**config.mk**
```make
export PLATFORM = sky130hd
export DESIGN_NAME = center_window_color_blob_detector
export DESIGN_NICKNAME = d
export VERILOG_FILES = /design/src/design/cwcb_pkg.sv /design/src/design/cwcb_cfg.sv /design/src/design/cwcb_accum.sv /design/src/design/cwcb_ctrl.sv /design/src/design/center_window_color_blob_detector.sv
export VERILOG_INCLUDE_DIRS = /design/src /design/src/design
export SDC_FILE = /design/constraint.sdc
export NUM_CORES = 1
export LEC_CHECK = 0
export BUFFER_PORTS_ARGS = -buffer_cell sky130_fd_sc_hd__buf_2
export CORE_MARGIN = 2
export CORE_UTILIZATION = 45
export CTS_CLUSTER_SIZE = 16
export DETAILED_ROUTE_END_ITERATION = 8
export RECOVER_POWER = 100
export SYNTH_ARGS = -nofsm -noshare
export SYNTH_HDL_FRONTEND = slang
export SYNTH_SLANG_ARGS = --single-unit
```
**constraint.sdc**
```tcl
create_clock -name clk -period 6.8 [get_ports clk]
set_input_delay 2.04 -clock clk [delete_from_list [all_inputs] [get_ports clk]]
set_output_delay 2.04 -clock clk [all_outputs]
set_load 0.005 [all_outputs]
```
**src/design/center_window_color_blob_detector_defines.svh**
```systemverilog
// Assertion macros for the center-window color blob detector.
// Included by the top level; expects clk and rst_n in scope.
`ifndef CENTER_WINDOW_COLOR_BLOB_DETECTOR_DEFINES_SVH
`define CENTER_WINDOW_COLOR_BLOB_DETECTOR_DEFINES_SVH

// Consequent must hold in the same cycle as the antecedent
`define CWCB_ASSERT_SAME(lbl, ante, cons) \
    lbl: assert property (@(posedge clk) disable iff (!rst_n) (ante) |-> (cons)) \
        else $error("same-cycle check failed");

// Consequent must hold in the cycle after the antecedent
`define CWCB_ASSERT_NEXT(lbl, ante, cons) \
    lbl: assert property (@(posedge clk) disable iff (!rst_n) (ante) |=> (cons)) \
        else $error("next-cycle check failed");

`endif

```
**src/design/cwcb_pkg.sv**
```systemverilog
// Shared types, codes and constants for the center-window color blob detector.
// No dependencies; used by every module of the block.
`timescale 1ns / 1ps

package cwcb_pkg;

    localparam int CFG_W   = 11;
    localparam int IDX_W   = 3;
    localparam int LEVEL_W = 8;
    localparam int SUM_W   = 25;
    localparam int SPEED_W = 7;
    localparam int DRIVE_W = 8;
    localparam int DIV_W   = 14;

    // Register indexes on the configuration port
    localparam logic [IDX_W-1:0] REG_FRAME_WIDTH    = 3'd0;
    localparam logic [IDX_W-1:0] REG_FRAME_HEIGHT   = 3'd1;
    localparam logic [IDX_W-1:0] REG_CRUISE_SPEED   = 3'd2;
    localparam logic [IDX_W-1:0] REG_HOLD_THRESHOLD = 3'd3;
    localparam logic [IDX_W-1:0] REG_PAUSE_RELOAD   = 3'd4;

    // Register reset values
    localparam int RST_FRAME_WIDTH    = 64;
    localparam int RST_FRAME_HEIGHT   = 64;
    localparam logic [SPEED_W-1:0] RST_CRUISE_SPEED = 7'd6;
    localparam logic [CFG_W-1:0] RST_HOLD_THRESHOLD = 11'd10;
    localparam logic [CFG_W-1:0] RST_PAUSE_RELOAD   = 11'd20;

    // Blob color codes
    localparam logic [1:0] COLOR_RED   = 2'd0;
    localparam logic [1:0] COLOR_GREEN = 2'd1;
    localparam logic [1:0] COLOR_BLUE  = 2'd2;
    localparam logic [1:0] COLOR_NONE  = 2'd3;

    typedef enum logic [1:0] {
        OP_PIXEL      = 2'd0,
        OP_STEP_IMAGE = 2'd1,
        OP_STEP_BLIND = 2'd2
    } op_t;

    typedef struct packed {
        logic [1:0]         op;
        logic [LEVEL_W-1:0] red_level;
        logic [LEVEL_W-1:0] green_level;
        logic [LEVEL_W-1:0] blue_level;
    } in_item_t;

    typedef struct packed {
        logic signed [DRIVE_W-1:0] left_drive;
        logic signed [DRIVE_W-1:0] right_drive;
        logic [1:0]                blob_color;
        logic                      blob_found;
    } out_item_t;

    // Steering settings used at each control step
    typedef struct packed {
        logic [SPEED_W-1:0] cruise_speed;
        logic [CFG_W-1:0]   hold_threshold;
        logic [CFG_W-1:0]   pause_reload;
    } steer_cfg_t;

    // Floor of x/3 by reciprocal multiply, exact for x below 2^17
    function automatic logic [DIV_W-1:0] div3(input logic [DIV_W-1:0] x);
        logic [DIV_W+16:0] prod;
        prod = {17'd0, x} * {{(DIV_W+1){1'b0}}, 16'hAAAB};
        return prod[DIV_W+16:17];
    endfunction

endpackage

```
**src/design/cwcb_cfg.sv**
```systemverilog
// Configuration registers and the window bounds derived from them.
// Depends on cwcb_pkg.
`timescale 1ns / 1ps

module cwcb_cfg #(
    parameter int MAX_WIDTH  = 1024,
    parameter int MAX_HEIGHT = 1024,
    parameter int WW = $clog2(MAX_WIDTH + 1),
    parameter int HW = $clog2(MAX_HEIGHT + 1)
) (
    input  logic                          clk,
    input  logic                          rst_n,
    input  logic                          cfg_wr_en,
    input  logic [cwcb_pkg::IDX_W-1:0]    cfg_index,
    input  logic [cwcb_pkg::CFG_W-1:0]    cfg_data,
    output logic [WW-1:0]                 width_lim,
    output logic [WW-1:0]                 col_lo,
    output logic [WW-1:0]                 col_hi,
    output logic [HW-1:0]                 height_lim,
    output logic [HW-1:0]                 row_lo,
    output logic [HW-1:0]                 row_hi,
    output cwcb_pkg::steer_cfg_t          steer
);

    localparam int W_RST = (cwcb_pkg::RST_FRAME_WIDTH > MAX_WIDTH) ?
                           MAX_WIDTH : cwcb_pkg::RST_FRAME_WIDTH;
    localparam int H_RST = (cwcb_pkg::RST_FRAME_HEIGHT > MAX_HEIGHT) ?
                           MAX_HEIGHT : cwcb_pkg::RST_FRAME_HEIGHT;
    localparam int DW = cwcb_pkg::DIV_W;

    logic [WW-1:0] width_lim_reg, col_lo_reg, col_hi_reg;
    logic [HW-1:0] height_lim_reg, row_lo_reg, row_hi_reg;
    cwcb_pkg::steer_cfg_t steer_reg;

    logic [WW-1:0] width_clamp;
    logic [HW-1:0] height_clamp;
    logic [DW-1:0] width_ext, height_ext, height_x3;

    // Clamp the frame size to what the counters can hold
    always_comb
    begin
        if (int'(cfg_data) > MAX_WIDTH)
            width_clamp = WW'(MAX_WIDTH);
        else
            width_clamp = WW'(cfg_data);
        if (int'(cfg_data) > MAX_HEIGHT)
            height_clamp = HW'(MAX_HEIGHT);
        else
            height_clamp = HW'(cfg_data);
        width_ext  = DW'(width_clamp);
        height_ext = DW'(height_clamp);
        height_x3  = (height_ext << 1) + height_ext;
    end

    // Decode writes and store derived bounds
    always_ff @(posedge clk or negedge rst_n)
    begin
        if (!rst_n)
        begin
            width_lim_reg  <= WW'(W_RST);
            col_lo_reg     <= WW'(W_RST / 3);
            col_hi_reg     <= WW'((2 * W_RST) / 3);
            height_lim_reg <= HW'(H_RST);
            row_lo_reg     <= HW'(H_RST / 2);
            row_hi_reg     <= HW'((3 * H_RST) / 4);
            steer_reg.cruise_speed   <= cwcb_pkg::RST_CRUISE_SPEED;
            steer_reg.hold_threshold <= cwcb_pkg::RST_HOLD_THRESHOLD;
            steer_reg.pause_reload   <= cwcb_pkg::RST_PAUSE_RELOAD;
        end
        else if (cfg_wr_en)
        begin
            unique case (cfg_index)
                cwcb_pkg::REG_FRAME_WIDTH:
                begin
                    width_lim_reg <= width_clamp;
                    col_lo_reg    <= WW'(cwcb_pkg::div3(width_ext));
                    col_hi_reg    <= WW'(cwcb_pkg::div3(width_ext << 1));
                end
                cwcb_pkg::REG_FRAME_HEIGHT:
                begin
                    height_lim_reg <= height_clamp;
                    row_lo_reg     <= HW'(height_ext >> 1);
                    row_hi_reg     <= HW'(height_x3 >> 2);
                end
                cwcb_pkg::REG_CRUISE_SPEED:
                    steer_reg.cruise_speed <= cfg_data[cwcb_pkg::SPEED_W-1:0];
                cwcb_pkg::REG_HOLD_THRESHOLD:
                    steer_reg.hold_threshold <= cfg_data;
                cwcb_pkg::REG_PAUSE_RELOAD:
                    steer_reg.pause_reload <= cfg_data;
                default:
                    ;
            endcase
        end
    end

    assign width_lim  = width_lim_reg;
    assign col_lo     = col_lo_reg;
    assign col_hi     = col_hi_reg;
    assign height_lim = height_lim_reg;
    assign row_lo     = row_lo_reg;
    assign row_hi     = row_hi_reg;
    assign steer      = steer_reg;

endmodule

```
**src/design/cwcb_accum.sv**
```systemverilog
// Raster position tracking and saturating color sums over the center window.
// Depends on cwcb_pkg.
`timescale 1ns / 1ps

module cwcb_accum #(
    parameter int MAX_WIDTH  = 1024,
    parameter int MAX_HEIGHT = 1024,
    parameter int WW = $clog2(MAX_WIDTH + 1),
    parameter int HW = $clog2(MAX_HEIGHT + 1)
) (
    input  logic                          clk,
    input  logic                          rst_n,
    input  logic                          pixel_en,
    input  logic                          clear,
    input  cwcb_pkg::in_item_t            pixel,
    input  logic [WW-1:0]                 width_lim,
    input  logic [WW-1:0]                 col_lo,
    input  logic [WW-1:0]                 col_hi,
    input  logic [HW-1:0]                 height_lim,
    input  logic [HW-1:0]                 row_lo,
    input  logic [HW-1:0]                 row_hi,
    output logic [cwcb_pkg::SUM_W-1:0]    sum_red,
    output logic [cwcb_pkg::SUM_W-1:0]    sum_green,
    output logic [cwcb_pkg::SUM_W-1:0]    sum_blue
);

    localparam int CW = (MAX_WIDTH > 1) ? $clog2(MAX_WIDTH) : 1;
    localparam int SW = cwcb_pkg::SUM_W;

    logic [CW-1:0] col_reg, col_next;
    logic [HW-1:0] row_reg, row_next;
    logic [SW-1:0] sum_red_reg, sum_red_next;
    logic [SW-1:0] sum_green_reg, sum_green_next;
    logic [SW-1:0] sum_blue_reg, sum_blue_next;

    logic          in_frame, in_window;
    logic [WW:0]   col_ext, col_inc;
    logic [SW:0]   add_red, add_green, add_blue;

    // Window test and raster advance
    always_comb
    begin
        col_ext   = (WW + 1)'(col_reg);
        col_inc   = col_ext + 1'b1;
        in_frame  = row_reg < height_lim;
        in_window = (col_ext >= {1'b0, col_lo}) && (col_ext < {1'b0, col_hi}) &&
                    (row_reg >= row_lo) && (row_reg < row_hi);
        add_red   = {1'b0, sum_red_reg} + (SW + 1)'(pixel.red_level);
        add_green = {1'b0, sum_green_reg} + (SW + 1)'(pixel.green_level);
        add_blue  = {1'b0, sum_blue_reg} + (SW + 1)'(pixel.blue_level);

        col_next       = col_reg;
        row_next       = row_reg;
        sum_red_next   = sum_red_reg;
        sum_green_next = sum_green_reg;
        sum_blue_next  = sum_blue_reg;

        if (clear)
        begin
            col_next       = '0;
            row_next       = '0;
            sum_red_next   = '0;
            sum_green_next = '0;
            sum_blue_next  = '0;
        end
        else if (pixel_en && in_frame)
        begin
            // Saturate each sum at its all-ones value
            if (in_window)
            begin
                sum_red_next   = add_red[SW] ? '1 : add_red[SW-1:0];
                sum_green_next = add_green[SW] ? '1 : add_green[SW-1:0];
                sum_blue_next  = add_blue[SW] ? '1 : add_blue[SW-1:0];
            end
            if (col_inc >= {1'b0, width_lim})
            begin
                col_next = '0;
                row_next = row_reg + 1'b1;
            end
            else
            begin
                col_next = col_inc[CW-1:0];
            end
        end
    end

    always_ff @(posedge clk or negedge rst_n)
    begin
        if (!rst_n)
        begin
            col_reg       <= '0;
            row_reg       <= '0;
            sum_red_reg   <= '0;
            sum_green_reg <= '0;
            sum_blue_reg  <= '0;
        end
        else
        begin
            col_reg       <= col_next;
            row_reg       <= row_next;
            sum_red_reg   <= sum_red_next;
            sum_green_reg <= sum_green_next;
            sum_blue_reg  <= sum_blue_next;
        end
    end

    assign sum_red   = sum_red_reg;
    assign sum_green = sum_green_reg;
    assign sum_blue  = sum_blue_reg;

endmodule

```
**src/design/cwcb_ctrl.sv**
```systemverilog
// Pause counter and wheel command decision at each control step.
// Depends on cwcb_pkg.
`timescale 1ns / 1ps

module cwcb_ctrl (
    input  logic                          clk,
    input  logic                          rst_n,
    input  logic                          step_en,
    input  logic                          has_image,
    input  logic [cwcb_pkg::SUM_W-1:0]    sum_red,
    input  logic [cwcb_pkg::SUM_W-1:0]    sum_green,
    input  logic [cwcb_pkg::SUM_W-1:0]    sum_blue,
    input  cwcb_pkg::steer_cfg_t          steer,
    output cwcb_pkg::out_item_t           result
);

    localparam int SW = cwcb_pkg::SUM_W;
    localparam int TW = SW + 2;
    localparam int DRW = cwcb_pkg::DRIVE_W;

    logic [cwcb_pkg::CFG_W-1:0] pause_reg, pause_next, pause_dec;
    logic [TW-1:0] red_ext, green_ext, blue_ext;
    logic [TW-1:0] red_x3, green_x3, blue_x3;
    logic          red_dom, green_dom, blue_dom;
    logic signed [DRW-1:0] turn_left, turn_right;
    logic [1:0]    color;

    // Dominance tests: a channel above three times each of the others
    always_comb
    begin
        red_ext   = TW'(sum_red);
        green_ext = TW'(sum_green);
        blue_ext  = TW'(sum_blue);
        red_x3    = (red_ext << 1) + red_ext;
        green_x3  = (green_ext << 1) + green_ext;
        blue_x3   = (blue_ext << 1) + blue_ext;
        red_dom   = (red_ext > green_x3) && (red_ext > blue_x3);
        green_dom = (green_ext > red_x3) && (green_ext > blue_x3);
        blue_dom  = (blue_ext > red_x3) && (blue_ext > green_x3);
        if (red_dom)
            color = cwcb_pkg::COLOR_RED;
        else if (green_dom)
            color = cwcb_pkg::COLOR_GREEN;
        else if (blue_dom)
            color = cwcb_pkg::COLOR_BLUE;
        else
            color = cwcb_pkg::COLOR_NONE;
    end

    // Decide wheel commands after the pause decrement
    always_comb
    begin
        pause_dec  = (pause_reg != '0) ? pause_reg - 1'b1 : pause_reg;
        turn_right = $signed({1'b0, steer.cruise_speed});
        turn_left  = -turn_right;

        result.left_drive  = '0;
        result.right_drive = '0;
        result.blob_color  = cwcb_pkg::COLOR_NONE;
        result.blob_found  = 1'b0;
        pause_next         = pause_dec;

        if (pause_dec > steer.hold_threshold)
        begin
            // stand still
        end
        else if (pause_dec != '0)
        begin
            result.left_drive  = turn_left;
            result.right_drive = turn_right;
        end
        else if (!has_image)
        begin
            // no image: stop
        end
        else if (color == cwcb_pkg::COLOR_NONE)
        begin
            result.left_drive  = turn_left;
            result.right_drive = turn_right;
        end
        else
        begin
            result.blob_color = color;
            result.blob_found = 1'b1;
            pause_next        = steer.pause_reload;
        end
    end

    always_ff @(posedge clk or negedge rst_n)
    begin
        if (!rst_n)
            pause_reg <= '0;
        else if (step_en)
            pause_reg <= pause_next;
    end

endmodule

```
**src/design/center_window_color_blob_detector.sv**
```systemverilog
// Top level of the center-window color blob detector: input register,
// result register and handshake. Depends on cwcb_pkg, cwcb_cfg, cwcb_accum,
// cwcb_ctrl and center_window_color_blob_detector_defines.svh.
//
//   channel  direction  handshake                  payload
//   in       input      in_valid / in_stall        in_item  (in_item_t)
//   out      output     out_valid / out_stall      out_item (out_item_t)
//   cfg      input      cfg_wr_en                  cfg_index, cfg_data
//
// One transaction per cycle, except while a marker waits on a full and stalled
// result register; a step result goes through the input register, then the result register.
// Pixel and undefined transactions never wait on the output side; a marker
// waits in the input register only while the result register is full and
// stalled. Reset clears position, sums, pause count and both valid flags;
// no clearing pass is needed.
`timescale 1ns / 1ps

`include "center_window_color_blob_detector_defines.svh"

module center_window_color_blob_detector #(
    parameter int MAX_WIDTH  = 1024,
    parameter int MAX_HEIGHT = 1024
) (
    input  logic                          clk,
    input  logic                          rst_n,
    input  logic                          in_valid,
    output logic                          in_stall,
    input  cwcb_pkg::in_item_t            in_item,
    output logic                          out_valid,
    input  logic                          out_stall,
    output cwcb_pkg::out_item_t           out_item,
    input  logic                          cfg_wr_en,
    input  logic [cwcb_pkg::IDX_W-1:0]    cfg_index,
    input  logic [cwcb_pkg::CFG_W-1:0]    cfg_data
);

    localparam int WW = $clog2(MAX_WIDTH + 1);
    localparam int HW = $clog2(MAX_HEIGHT + 1);

    logic                 in_vld_reg;
    cwcb_pkg::in_item_t   in_item_reg;
    logic                 out_vld_reg, out_vld_next;
    cwcb_pkg::out_item_t  out_item_reg;

    logic                 is_pixel, is_marker, has_image, advance;
    logic [WW-1:0]        width_lim, col_lo, col_hi;
    logic [HW-1:0]        height_lim, row_lo, row_hi;
    cwcb_pkg::steer_cfg_t steer;
    logic [cwcb_pkg::SUM_W-1:0] sum_red, sum_green, sum_blue;
    cwcb_pkg::out_item_t  result;
    logic                 found_stopped;

    // Decode the held transaction
    always_comb
    begin
        is_pixel  = 1'b0;
        is_marker = 1'b0;
        has_image = 1'b0;
        unique case (cwcb_pkg::op_t'(in_item_reg.op)) inside
            cwcb_pkg::OP_PIXEL:
                is_pixel = 1'b1;
            cwcb_pkg::OP_STEP_IMAGE, cwcb_pkg::OP_STEP_BLIND:
            begin
                is_marker = 1'b1;
                has_image = (in_item_reg.op == cwcb_pkg::OP_STEP_IMAGE);
            end
            default:
                ;
        endcase
    end

    // Advance unless a marker finds the result register full and stalled
    assign advance  = in_vld_reg && !(is_marker && out_vld_reg && out_stall);
    assign in_stall = in_vld_reg && !advance;

    // Hold or load the input register
    always_ff @(posedge clk or negedge rst_n)
    begin
        if (!rst_n)
            in_vld_reg <= 1'b0;
        else if (!in_stall)
            in_vld_reg <= in_valid;
    end

    always_ff @(posedge clk)
    begin
        if (!in_stall && in_valid)
            in_item_reg <= in_item;
    end

    cwcb_cfg #(
        .MAX_WIDTH  (MAX_WIDTH),
        .MAX_HEIGHT (MAX_HEIGHT),
        .WW         (WW),
        .HW         (HW)
    ) u_cfg (
        .clk        (clk),
        .rst_n      (rst_n),
        .cfg_wr_en  (cfg_wr_en),
        .cfg_index  (cfg_index),
        .cfg_data   (cfg_data),
        .width_lim  (width_lim),
        .col_lo     (col_lo),
        .col_hi     (col_hi),
        .height_lim (height_lim),
        .row_lo     (row_lo),
        .row_hi     (row_hi),
        .steer      (steer)
    );

    cwcb_accum #(
        .MAX_WIDTH  (MAX_WIDTH),
        .MAX_HEIGHT (MAX_HEIGHT),
        .WW         (WW),
        .HW         (HW)
    ) u_accum (
        .clk        (clk),
        .rst_n      (rst_n),
        .pixel_en   (advance && is_pixel),
        .clear      (advance && is_marker),
        .pixel      (in_item_reg),
        .width_lim  (width_lim),
        .col_lo     (col_lo),
        .col_hi     (col_hi),
        .height_lim (height_lim),
        .row_lo     (row_lo),
        .row_hi     (row_hi),
        .sum_red    (sum_red),
        .sum_green  (sum_green),
        .sum_blue   (sum_blue)
    );

    cwcb_ctrl u_ctrl (
        .clk        (clk),
        .rst_n      (rst_n),
        .step_en    (advance && is_marker),
        .has_image  (has_image),
        .sum_red    (sum_red),
        .sum_green  (sum_green),
        .sum_blue   (sum_blue),
        .steer      (steer),
        .result     (result)
    );

    // Load a step result or drop the taken one
    always_comb
    begin
        if (advance && is_marker)
            out_vld_next = 1'b1;
        else if (!out_stall)
            out_vld_next = 1'b0;
        else
            out_vld_next = out_vld_reg;
    end

    always_ff @(posedge clk or negedge rst_n)
    begin
        if (!rst_n)
            out_vld_reg <= 1'b0;
        else
            out_vld_reg <= out_vld_next;
    end

    always_ff @(posedge clk)
    begin
        if (advance && is_marker)
            out_item_reg <= result;
    end

    assign out_valid = out_vld_reg;
    assign out_item  = out_item_reg;

    // A detection stops both wheels and names a color
    assign found_stopped = (out_item_reg.left_drive == 0) && (out_item_reg.right_drive == 0) &&
                           (out_item_reg.blob_color != cwcb_pkg::COLOR_NONE);

    // Checks on result flow and detection commands
    `CWCB_ASSERT_NEXT(a_marker_gives_result, advance && is_marker, out_vld_reg)
    `CWCB_ASSERT_NEXT(a_pixel_no_result, in_vld_reg && !is_marker && !out_vld_reg, !out_vld_reg)
    `CWCB_ASSERT_SAME(a_found_stops, out_vld_reg && out_item_reg.blob_found, found_stopped)

endmodule
```
== Word-level counts from Yosys, hierarchy flattened ==
Index checks and enable logic that the tools add are counted.

* $add $sub $neg: 11
* $mul: 2
* Order comparisons: 14
* Equal/unequal tests: 8
* Multiplexer cells: 36
* Bitwise operators: 1
* Reduce and logical (&&, ||, !) cells: 34

{| class="wikitable"
|+ Operators with widths
! kind !! count
|-
| $mux 25 || 12
|-
| $gt 25x27->1 || 6
|-
| $mux 11 || 9
|-
| $add 26x25->27 || 3
|-
| $add 25x8->26 || 3
|-
| $mul 11x16->27 const B || 2
|-
| $mux 16 || 2
|-
| $mux 10 || 3
|-
| $lt 11x11->1 || 2
|-
| $reduce_bool 11->1 || 2
|-
| $mux 19 || 1
|-
| $logic_and 1x1->1 || 14
|-
| $reduce_and 2->1 || 7
|-
| $add 12x11->13 || 1
|-
| $ge 12x11->1 || 1
|-
| $add 10x1->11 const B || 1
|-
| $add 11x1->11 const B || 1
|-
| $ge 10x11->1 || 1
|-
| $ge 11x10->1 || 1
|-
| $gt 11x11->1 || 1
|-
| $gt 11x11->1 const B || 1
|-
| $lt 10x11->1 || 1
|-
| $sub 11x1->11 const B || 1
|-
| $neg 7->8 || 1
|-
| 17 further kinds || 29
|}

* Bits in registers: 248
* Logic and storage cells: 132

== Logic depth before layout (Yosys ltp) ==
Gate-level depths: netlist of run 1.

* Depth in word-level cells: 11
* Depth in mapped cells: 27

== Modules after synthesis ==
A second synthesis of run 1 with hierarchy kept.

* Cell total of the unflattened synthesis: 2683
* Area, all modules: 23847.9 sq um

{| class="wikitable"
|+ Modules (own cells, without submodules)
! module !! instances !! cells each !! area each (sq um) !! seq. area each (sq um)
|-
| cwcb_ctrl || 1 || 1138 || 8619.5 || 275.3
|-
| cwcb_accum || 1 || 892 || 7860.0 || 2402.3
|-
| cwcb_cfg || 1 || 592 || 5885.6 || 1843.0
|-
| center_window_color_blob_detector || 1 || 61 || 1482.7 || 1401.3
|}

== Worst setup path after synthesis of run 1 ==
OpenSTA, ideal clock, no wires.

* Kind: input to register
* From: input port cfg_data[10] (netlist name)
* To: register u_cfg.col_hi_reg[10] (netlist: u_cfg.col_hi[10])
* Library setup time: 0.134 ns
* Arrival: 7.264 ns
* Data required time: 6.666 ns
* Slack: -0.598 ns
* Stages: 23
* Buffers on the path: 2
* Path through: clkbuf_1 > inv_1 > clkbuf_1 > nand2_1 > ha_1 > inv_1 > fa_1 > inv_1 > fa_1 > fa_1 > inv_1 > fa_1 > ha_1 > o21a_1 > o221ai_1 > a31o_2 > a211oi_1 > o31ai_1 > nand2b_1 > a21oi_1 > o21ai_0 > xnor2_1 > o21ai_0

* Cells in the longest elaborated chain, start to end: 3

{| class="wikitable"
|+ RTL lines
! item !! RTL line !! source
|-
| start: declaration || center_window_color_blob_detector.sv:34 || <nowiki>input logic [cwcb_pkg::CFG_W-1:0] cfg_data</nowiki>
|-
| $gt 11x11->1 || cwcb_cfg.sv:42 || <nowiki>if (int'(cfg_data) > MAX_WIDTH)</nowiki>
|-
| $mux 11 * || cwcb_cfg.sv:42 ||
|-
| $mul 11x16->27 * || cwcb_pkg.sv:65 || <nowiki>prod = {17'd0, x} * {{(DIV_W+1){1'b0}}, 16'hAAAB};</nowiki>
|-
| end signal: assignment || cwcb_cfg.sv:62 || <nowiki>col_hi_reg <= WW'((2 * W_RST) / 3);</nowiki>
|-
| end signal: assignment || cwcb_cfg.sv:77 || <nowiki>col_hi_reg <= WW'(cwcb_pkg::div3(width_ext << 1));</nowiki>
|-
| end: declaration || cwcb_cfg.sv:31 || <nowiki>logic [WW-1:0] width_lim_reg, col_lo_reg, col_hi_reg;</nowiki>
|}

Mark *: on every way between the ends. The rest lies on a longest branch, timed or not.
A chain may end at the register's enable or synchronous reset.

== Final worst setup path of run 1 ==
* From: input port cfg_data[3] (netlist name)
* To: register u_cfg.col_hi_reg[9] (netlist: u_cfg.col_hi[9])

The elaborated chain is that of the path after synthesis.

==> impl_metrics.py, run 1 <==
metrics = {
    "run_status": {
        "run_status": "finished, violations left",
        "violations": "capacitance limit, slew limit",
    },
    "sta": {
        "hold_viol_final": 0,
        "holdWs_ns": 0.476,
        "tightest_slew_ns": 4.41,
        "max_freq_ghz": 0.152,
        "slew_headroom": -1.94,
        "slew_viol_final": 88,
        "setup_violations": 0,
        "layout_min_cycle_time_ns": 6.58,
        "clock_skew_ns": 0.0633,
        "rsz0062_at_grt": "true",
        "timing.final.crit_share": 0.967,
    },
    "floorplan": {
        "die_h_um": 227,
        "pin_count": 66,
        "placementRows": 81,
        "dieArea_sq_mm": 0.0516,
        "initial_utilization": 0.456,
        "core_area_sq_mm": 0.0491,
        "die_w_um": 227,
    },
    "synthesis": {
        "synth_compound_gate_area_share": 0.199,
        "synthSimpleGateAreaFrac": 0.151,
        "synth_top_family_by_area": "adder cells",
        "synth_edf_count": 43,
        "avgSynthCellArea_sq_um": 8.91,
        "synth_adder_area_share": 0.263,
        "synthFlopType": "dfrtp_1",
        "ys_warn_count": 0,
        "synthMuxAreaShare": 0.0118,
        "yosysSeqAreaShare": 0.262,
        "synth_cell_types": 97,
        "async_flop_share": 0.809,
        "synth-xor-area-share": 0.0595,
        "syn_area_sq_mm": 0.0224,
        "syn_inst": 2513,
        "yosys_register_bits": 225,
    },
    "placement": {
        "place.gp.congestion": 0.941,
        "hpwl_um": 52600,
        "port_buffers": 64,
        "placed_area_sq_mm": 0.0240,
    },
    "global_routing": {
        "grt_pass1_vias": 19400,
        "grt_max_degree": 96,
        "antenna_found_initial": 2,
        "grt_pass1_wl_um": 104000,
        "grtUsageTotal": 0.257,
        "overflow": 0,
    },
    "setup_path": {
        "crit_type": "in -> reg",
        "cp.buffers_inverters": 3,
        "critPathCaptureType": "flop",
        "path_depth": 22,
        "r2r_cells": 22,
        "critical_path.max_fanout": 3,
        "required_ns": 7.24,
        "timing.critical_path.cells": "buf_6 -> or4_4 -> nor3_2 -> nor2_1 -> nor2_1 -> fa_2 -> inv_2 -> fa_1 -> fa_1 -> inv_1 -> fa_1 -> ha_4 -> o21a_1 -> o221ai_2 -> a31o_2 -> a211oi_4 -> o31ai_2 -> nand2b_1 -> a21oi_2 -> o21bai_1 -> xnor2_1 -> o21ai_1",
        "critPathLaunchType": "input port",
        "r2r_start": "u_accum.sum_green[1]",
        "r2r_setup_slack_ns": 0.41,
        "crit_path_frequent_cell": "fa_1",
        "slowest_stage": "or4_4",
        "rr_endpoint": "out_item[11]",
        "cpPeakStageDelay_ns": 0.54,
        "cpLargestDelayFamily": "adder cells",
        "cp.arrival_ns": 7.02,
    },
    "routing": {
        "drc": 0,
        "firstDrtPassIters": 5,
        "routed_via_density": 5.79,
        "routed.top_layer": "met5",
        "wl_met1_um": 28700,
        "routed_wl_um": 65300,
        "met3_length_um": 3080,
        "vias": 19200,
        "drt_iter0_drc": 1059,
        "wl_per_cell_um": 19.7,
        "ant_nets": 0,
        "met2_wirelength_um": 31300,
    },
    "cts": {
        "cts-buffers-inserted": 30,
        "cts_hold_buffers": 0,
        "clk_latency_ns": 0.62,
        "cts_tree": "yes",
        "htreeDepth": 1,
        "root_buffer": "clkbuf_16",
        "clk_pin_slew_worst_paths_ns": 0.05,
        "cts.sinks": 225,
        "cts_buffer_depth": 3,
        "cts_setup_buffers": 0,
        "ctsResizeCount": 0,
    },
    "hold_path": {
        "min_from": "u_cfg.col_hi[8]",
        "hold-path-cell-count": 2,
        "hold_path.class": "reg -> reg",
        "hold_path_end": "u_cfg.col_hi[8]",
    },
    "layout": {
        "area_growth_pct": 12.4,
        "finalNetCount": 3116,
        "largest_reg_flops": 29,
        "diodes": 0,
        "post_route_cells_drive_above_1_share": 0.112,
        "final_area_sq_mm": 0.0252,
    },
    "power": {
        "netSwitchingPower_mw": 1.77,
        "clock_power_share": 0.334,
        "leakagePower_nw": 12.1,
        "intPower_mw": 3.45,
        "p_sw_frac": 0.339,
        "peakVddDrop_uv": 202,
        "power_density_mw_per_mm2": 207,
        "p_seq_frac": 0.329,
        "p_total_mw": 5.21,
        "power_frac_comb": 0.337,
    },
    "run": {
        "cap_violations": 1,
    },
}
[area by class of cell]
cell class	count	area, sq um
flip-flops and latches	225	5860
clock buffers	38	843
clock inverters	17	251
well taps	664	831
inverters	238	895
repair buffers	155	1020
multi-input cells	1982	15400
fillers	4636	23900
[power groups by stage]
stage	Combinational [mW]	Sequential, mW	Clock, mW
2_1_floorplan	1.23	1.69	0
3_3_place_gp	1.69	1.73	0
3_5_place_dp	1.74	1.74	0
4_1_cts	1.76	1.72	1.78
5_1_grt	2.00	1.74	1.83
6_report	1.76	1.72	1.74
[Yosys cell counts, drive strengths merged (21+ instances only)]
library cell,count,share of area
a21oi,161,0.036
nand2b,37,0.010
nor4,21,0.0074
nand4,43,0.012
dfrtp,169,0.19
xnor2,76,0.031
nor2b,24,0.0067
clkbuf,58,0.0098
o21a,32,0.011
a21o,60,0.020
a211oi,32,0.012
fa,45,0.040
nand2,204,0.034
and3,40,0.011
ha,394,0.22
nor2,122,0.021
o21ai,204,0.046
a31oi,33,0.0092
inv,236,0.040
edfxtp,43,0.058
xor2,74,0.029
o211ai,24,0.0083
nor3,48,0.011
nand3,69,0.015
[how the worst max path moves through the flow]
stage / from / to / slack, ns
2_1_floorplan: cfg_data[10] / u_cfg.col_hi[10] / 0.005
3_3_place_gp: cfg_data[6] / u_cfg.col_hi[10] / -0.50
3_5_place_dp: cfg_data[6] / u_cfg.col_hi[10] / -0.59
4_1_cts: cfg_data[6] / u_cfg.col_hi[9] / 0.02
5_1_grt: cfg_data[3] / u_cfg.col_hi[9] / -0.1
6_report: cfg_data[3] / u_cfg.col_hi[9] / 0.22
[per-stage QoR]
stage	setup TNS, ns	instances	setup slack, ns	utilization
CTS	0	3319	0.0204	0.512
finish	0	3319	0.223	0.513
global route	-0.154	3319	-0.0964	0.513
global placement	-2.00	3264	-0.496	0.489
floorplan	0	2515	0.00489	-
detailed placement	-2.77	3264	-0.587	0.489
[worst reg2reg max path: cells and delay by family (launching register included)]
kind            cells  cell delay (ns)
flops               1             0.54
fa+ha+maj           4             1.07
buf+inv             1             0.07
compound gates      7             1.66
simple gates        9             2.36
xor+xnor            1             0.39
[kinds of logic (layout without fill, tap and decap cells)]
logic type               Yosys count  count (layout)
flip-flops                       225             225
XOR/XNOR                         150             150
multiplexers                      24              24
adder cells (fa/ha/maj)          445             445
other                              2               4
AO/OA/AOI/OAI                    683             683
buffers and inverters            308             448
AND/OR/NAND/NOR                  676             676
[layer usage]
layer  vias to the layer above  track usage
li1                       9348            -
met1                      9281        0.334
met3                       128       0.0306
met5                         -            0
met2                       442        0.443
met4                         4       0.0877
[layout by cell type, fill, tap and decap left out, drive strengths merged, types with 18 or more instances in the layout]
cell type	instances
nor2	122
buf	150
o21ai	204
a21o	60
or3	18
nand3	69
inv	237
a31oi	33
nor2b	24
xor2	74
fa	45
o21a	32
dfrtp	169
nand2	204
a211oi	32
nand4	43
nor3	48
a311oi	19
and3	40
a21oi	161
xnor2	76
edfxtp	43
clkbuf	42
mux2	19
nor4	21
ha	394
nand2b	37
o211ai	24
Power figures use the tool's default switching activity.
==> inputs of run 2 (changes only) <==
REMOVE_ABC_BUFFERS = 1   (was not set)
==> impl_metrics.py, run 2 (same netlist as run 1, synthesis figures left out) <==
metrics = {
    "cts": {
        "cts-buffers-inserted": 30,
        "htreeDepth": 1,
        "clk_pin_slew_worst_paths_ns": 0.06,
        "cts_buffer_depth": 3,
        "cts_tree": "yes",
        "cts.sinks": 225,
        "clk_latency_ns": 0.62,
        "root_buffer": "clkbuf_16",
        "cts_hold_buffers": 0,
    },
    "sta": {
        "max_freq_ghz": 0.152,
        "tightest_slew_ns": 2.56,
        "timing.final.crit_share": 0.969,
        "slew_viol_final": 338,
        "clock_skew_ns": 0.0458,
        "setup_violations": 0,
        "rsz0062_at_grt": "true",
        "hold_viol_final": 0,
        "layout_min_cycle_time_ns": 6.59,
        "slew_headroom": -0.707,
    },
    "floorplan": {
        "die_w_um": 227,
        "die_h_um": 227,
        "initial_utilization": 0.456,
        "pin_count": 66,
        "placementRows": 81,
        "dieArea_sq_mm": 0.0516,
        "core_area_sq_mm": 0.0491,
    },
    "placement": {
        "hpwl_um": 50700,
        "placed_area_sq_mm": 0.0240,
        "dp_cells": 3273,
        "port_buffers": 64,
        "place.gp.congestion": 0.939,
    },
    "run_status": {
        "run_status": "finished, violations left",
        "violations": "capacitance limit, slew limit",
    },
    "hold_path": {
        "hold_path.class": "reg -> reg",
    },
    "power": {
        "power_density_mw_per_mm2": 211,
        "peakVddDrop_uv": 249,
        "leakagePower_nw": 12.1,
        "p_total_mw": 5.29,
    },
    "setup_path": {
        "critPathCaptureType": "flop",
        "crit_type": "in -> reg",
        "cp.arrival_ns": 7.07,
        "required_ns": 7.28,
        "critical_path.max_fanout": 3,
        "critPathLaunchType": "input port",
    },
    "global_routing": {
        "grt_pass1_wl_um": 102000,
        "overflow": 0,
        "grtUsageTotal": 0.251,
        "grt_max_degree": 141,
        "grt_pass1_vias": 19300,
        "antenna_found_initial": 0,
    },
    "routing": {
        "routed_wl_um": 63800,
        "routed_via_density": 5.71,
        "firstDrtPassIters": 5,
        "drc": 0,
        "drt_iter0_drc": 759,
        "ant_nets": 0,
        "vias": 19000,
        "wl_per_cell_um": 19.1,
    },
    "layout": {
        "area_growth_pct": 12.2,
        "layout_common_cells": "ha_1 (393), inv_1 (236), nand2_1 (204)",
        "diodes": 0,
        "layout_commonest_cell": "ha_1",
        "final_cell_count_no_fill": 3331,
        "final_area_sq_mm": 0.0251,
        "post_route_cells_drive_above_1_share": 0.101,
        "fillers": 4672,
        "finalNetCount": 3127,
        "largest_reg_flops": 29,
    },
    "run": {
        "cap_violations": 6,
    },
}
[run 2: changes by cell type in the layout (fill, tap and decap cells not counted), sizes merged]
cell	delta
clkinvlp	+3
dlymetal6s4s	-1
clkbuf	+25
buf	-17
bufinv	+3
clkinv	-1
[run 2: metrics by stage]
| step | setup slack (ns) | hold WS, ns | util | TNS, ns |
|---|---|---|---|---|
| 2_1_floorplan | -0.264 | 0.450 | - | -0.568 |
| 4_1_cts | 0.0449 | 0.482 | 0.513 | 0 |
| 5_1_grt | -0.0531 | 0.496 | 0.512 | -0.139 |
| 6_report | 0.211 | 0.477 | 0.512 | 0 |
| 3_3_place_gp | -0.654 | 0.464 | 0.490 | -2.63 |
| 3_5_place_dp | -0.711 | 0.471 | 0.490 | -2.87 |
[run 2: final cells by class]
type	count	area (sq um)	share of cell area
multi-input combinational	1982	15400	0.612
sequential	225	5860	0.233
timing repair buffer	166	1030	0.0408
inverter	238	895	0.0356
tap	664	831	0.0331
clock buffer	34	786	0.0313
clock inverter	22	349	0.0139
[run 2: timing repair]
action,CTS,global route
pin swaps,0,11
setup buffers,0,2
hold endpoints to repair,0,0
setup endpoints to repair,3,29
gates resized for setup,2,10
[run 2: final timing paths]
check                                         from                 end  slack [ns]  cells after the start
worst min register to register     u_cfg.col_hi[8]     u_cfg.col_hi[8]        0.48                      2
max in group asynchronous                    rst_n     u_cfg.steer[25]        1.35                      2
worst min-delay path               u_cfg.col_hi[8]     u_cfg.col_hi[8]        0.48                      2
worst max-delay path                   cfg_data[5]    u_cfg.col_hi[10]        0.21                     22
min in group asynchronous                    rst_n  u_accum.sum_red[1]        2.24                      1
worst max register to register  u_accum.sum_red[2]         out_item[8]        0.40                     27
[run 2: metal layers]
layer	share of wire	wire, um	GRT usage	vias to the layer above
met2	0.48	30700	0.440	351
met1	0.43	27700	0.313	9166
met3	0.032	2040	0.0227	125
met5	0	0	0	-
li1	-	-	-	9378
met4	0.052	3330	0.117	0
[run 2: critical path, cell delays in order]
cell      delay [ns]
buf_2           0.10
or4_4           0.55
nor3_4          0.17
nor2_1          0.07
nor2_1          0.16
fa_1            0.41
inv_1           0.08
fa_1            0.43
fa_1            0.52
inv_1           0.06
fa_1            0.54
ha_2            0.27
o21a_1          0.20
o221ai_2        0.22
a31o_2          0.21
a211oi_1        0.09
o31ai_1         0.28
nand2b_1        0.13
a21oi_2         0.21
o21ai_1         0.10
xnor2_1         0.14
o21ai_0         0.09
[run 2: where the power goes]
| group | switching, mW | internal (mW) |
|---|---|---|
| logic | 0.960 | 0.815 |
| registers | 0.131 | 1.57 |
| clock network | 0.676 | 1.14 |
| total | 1.77 | 3.53 |
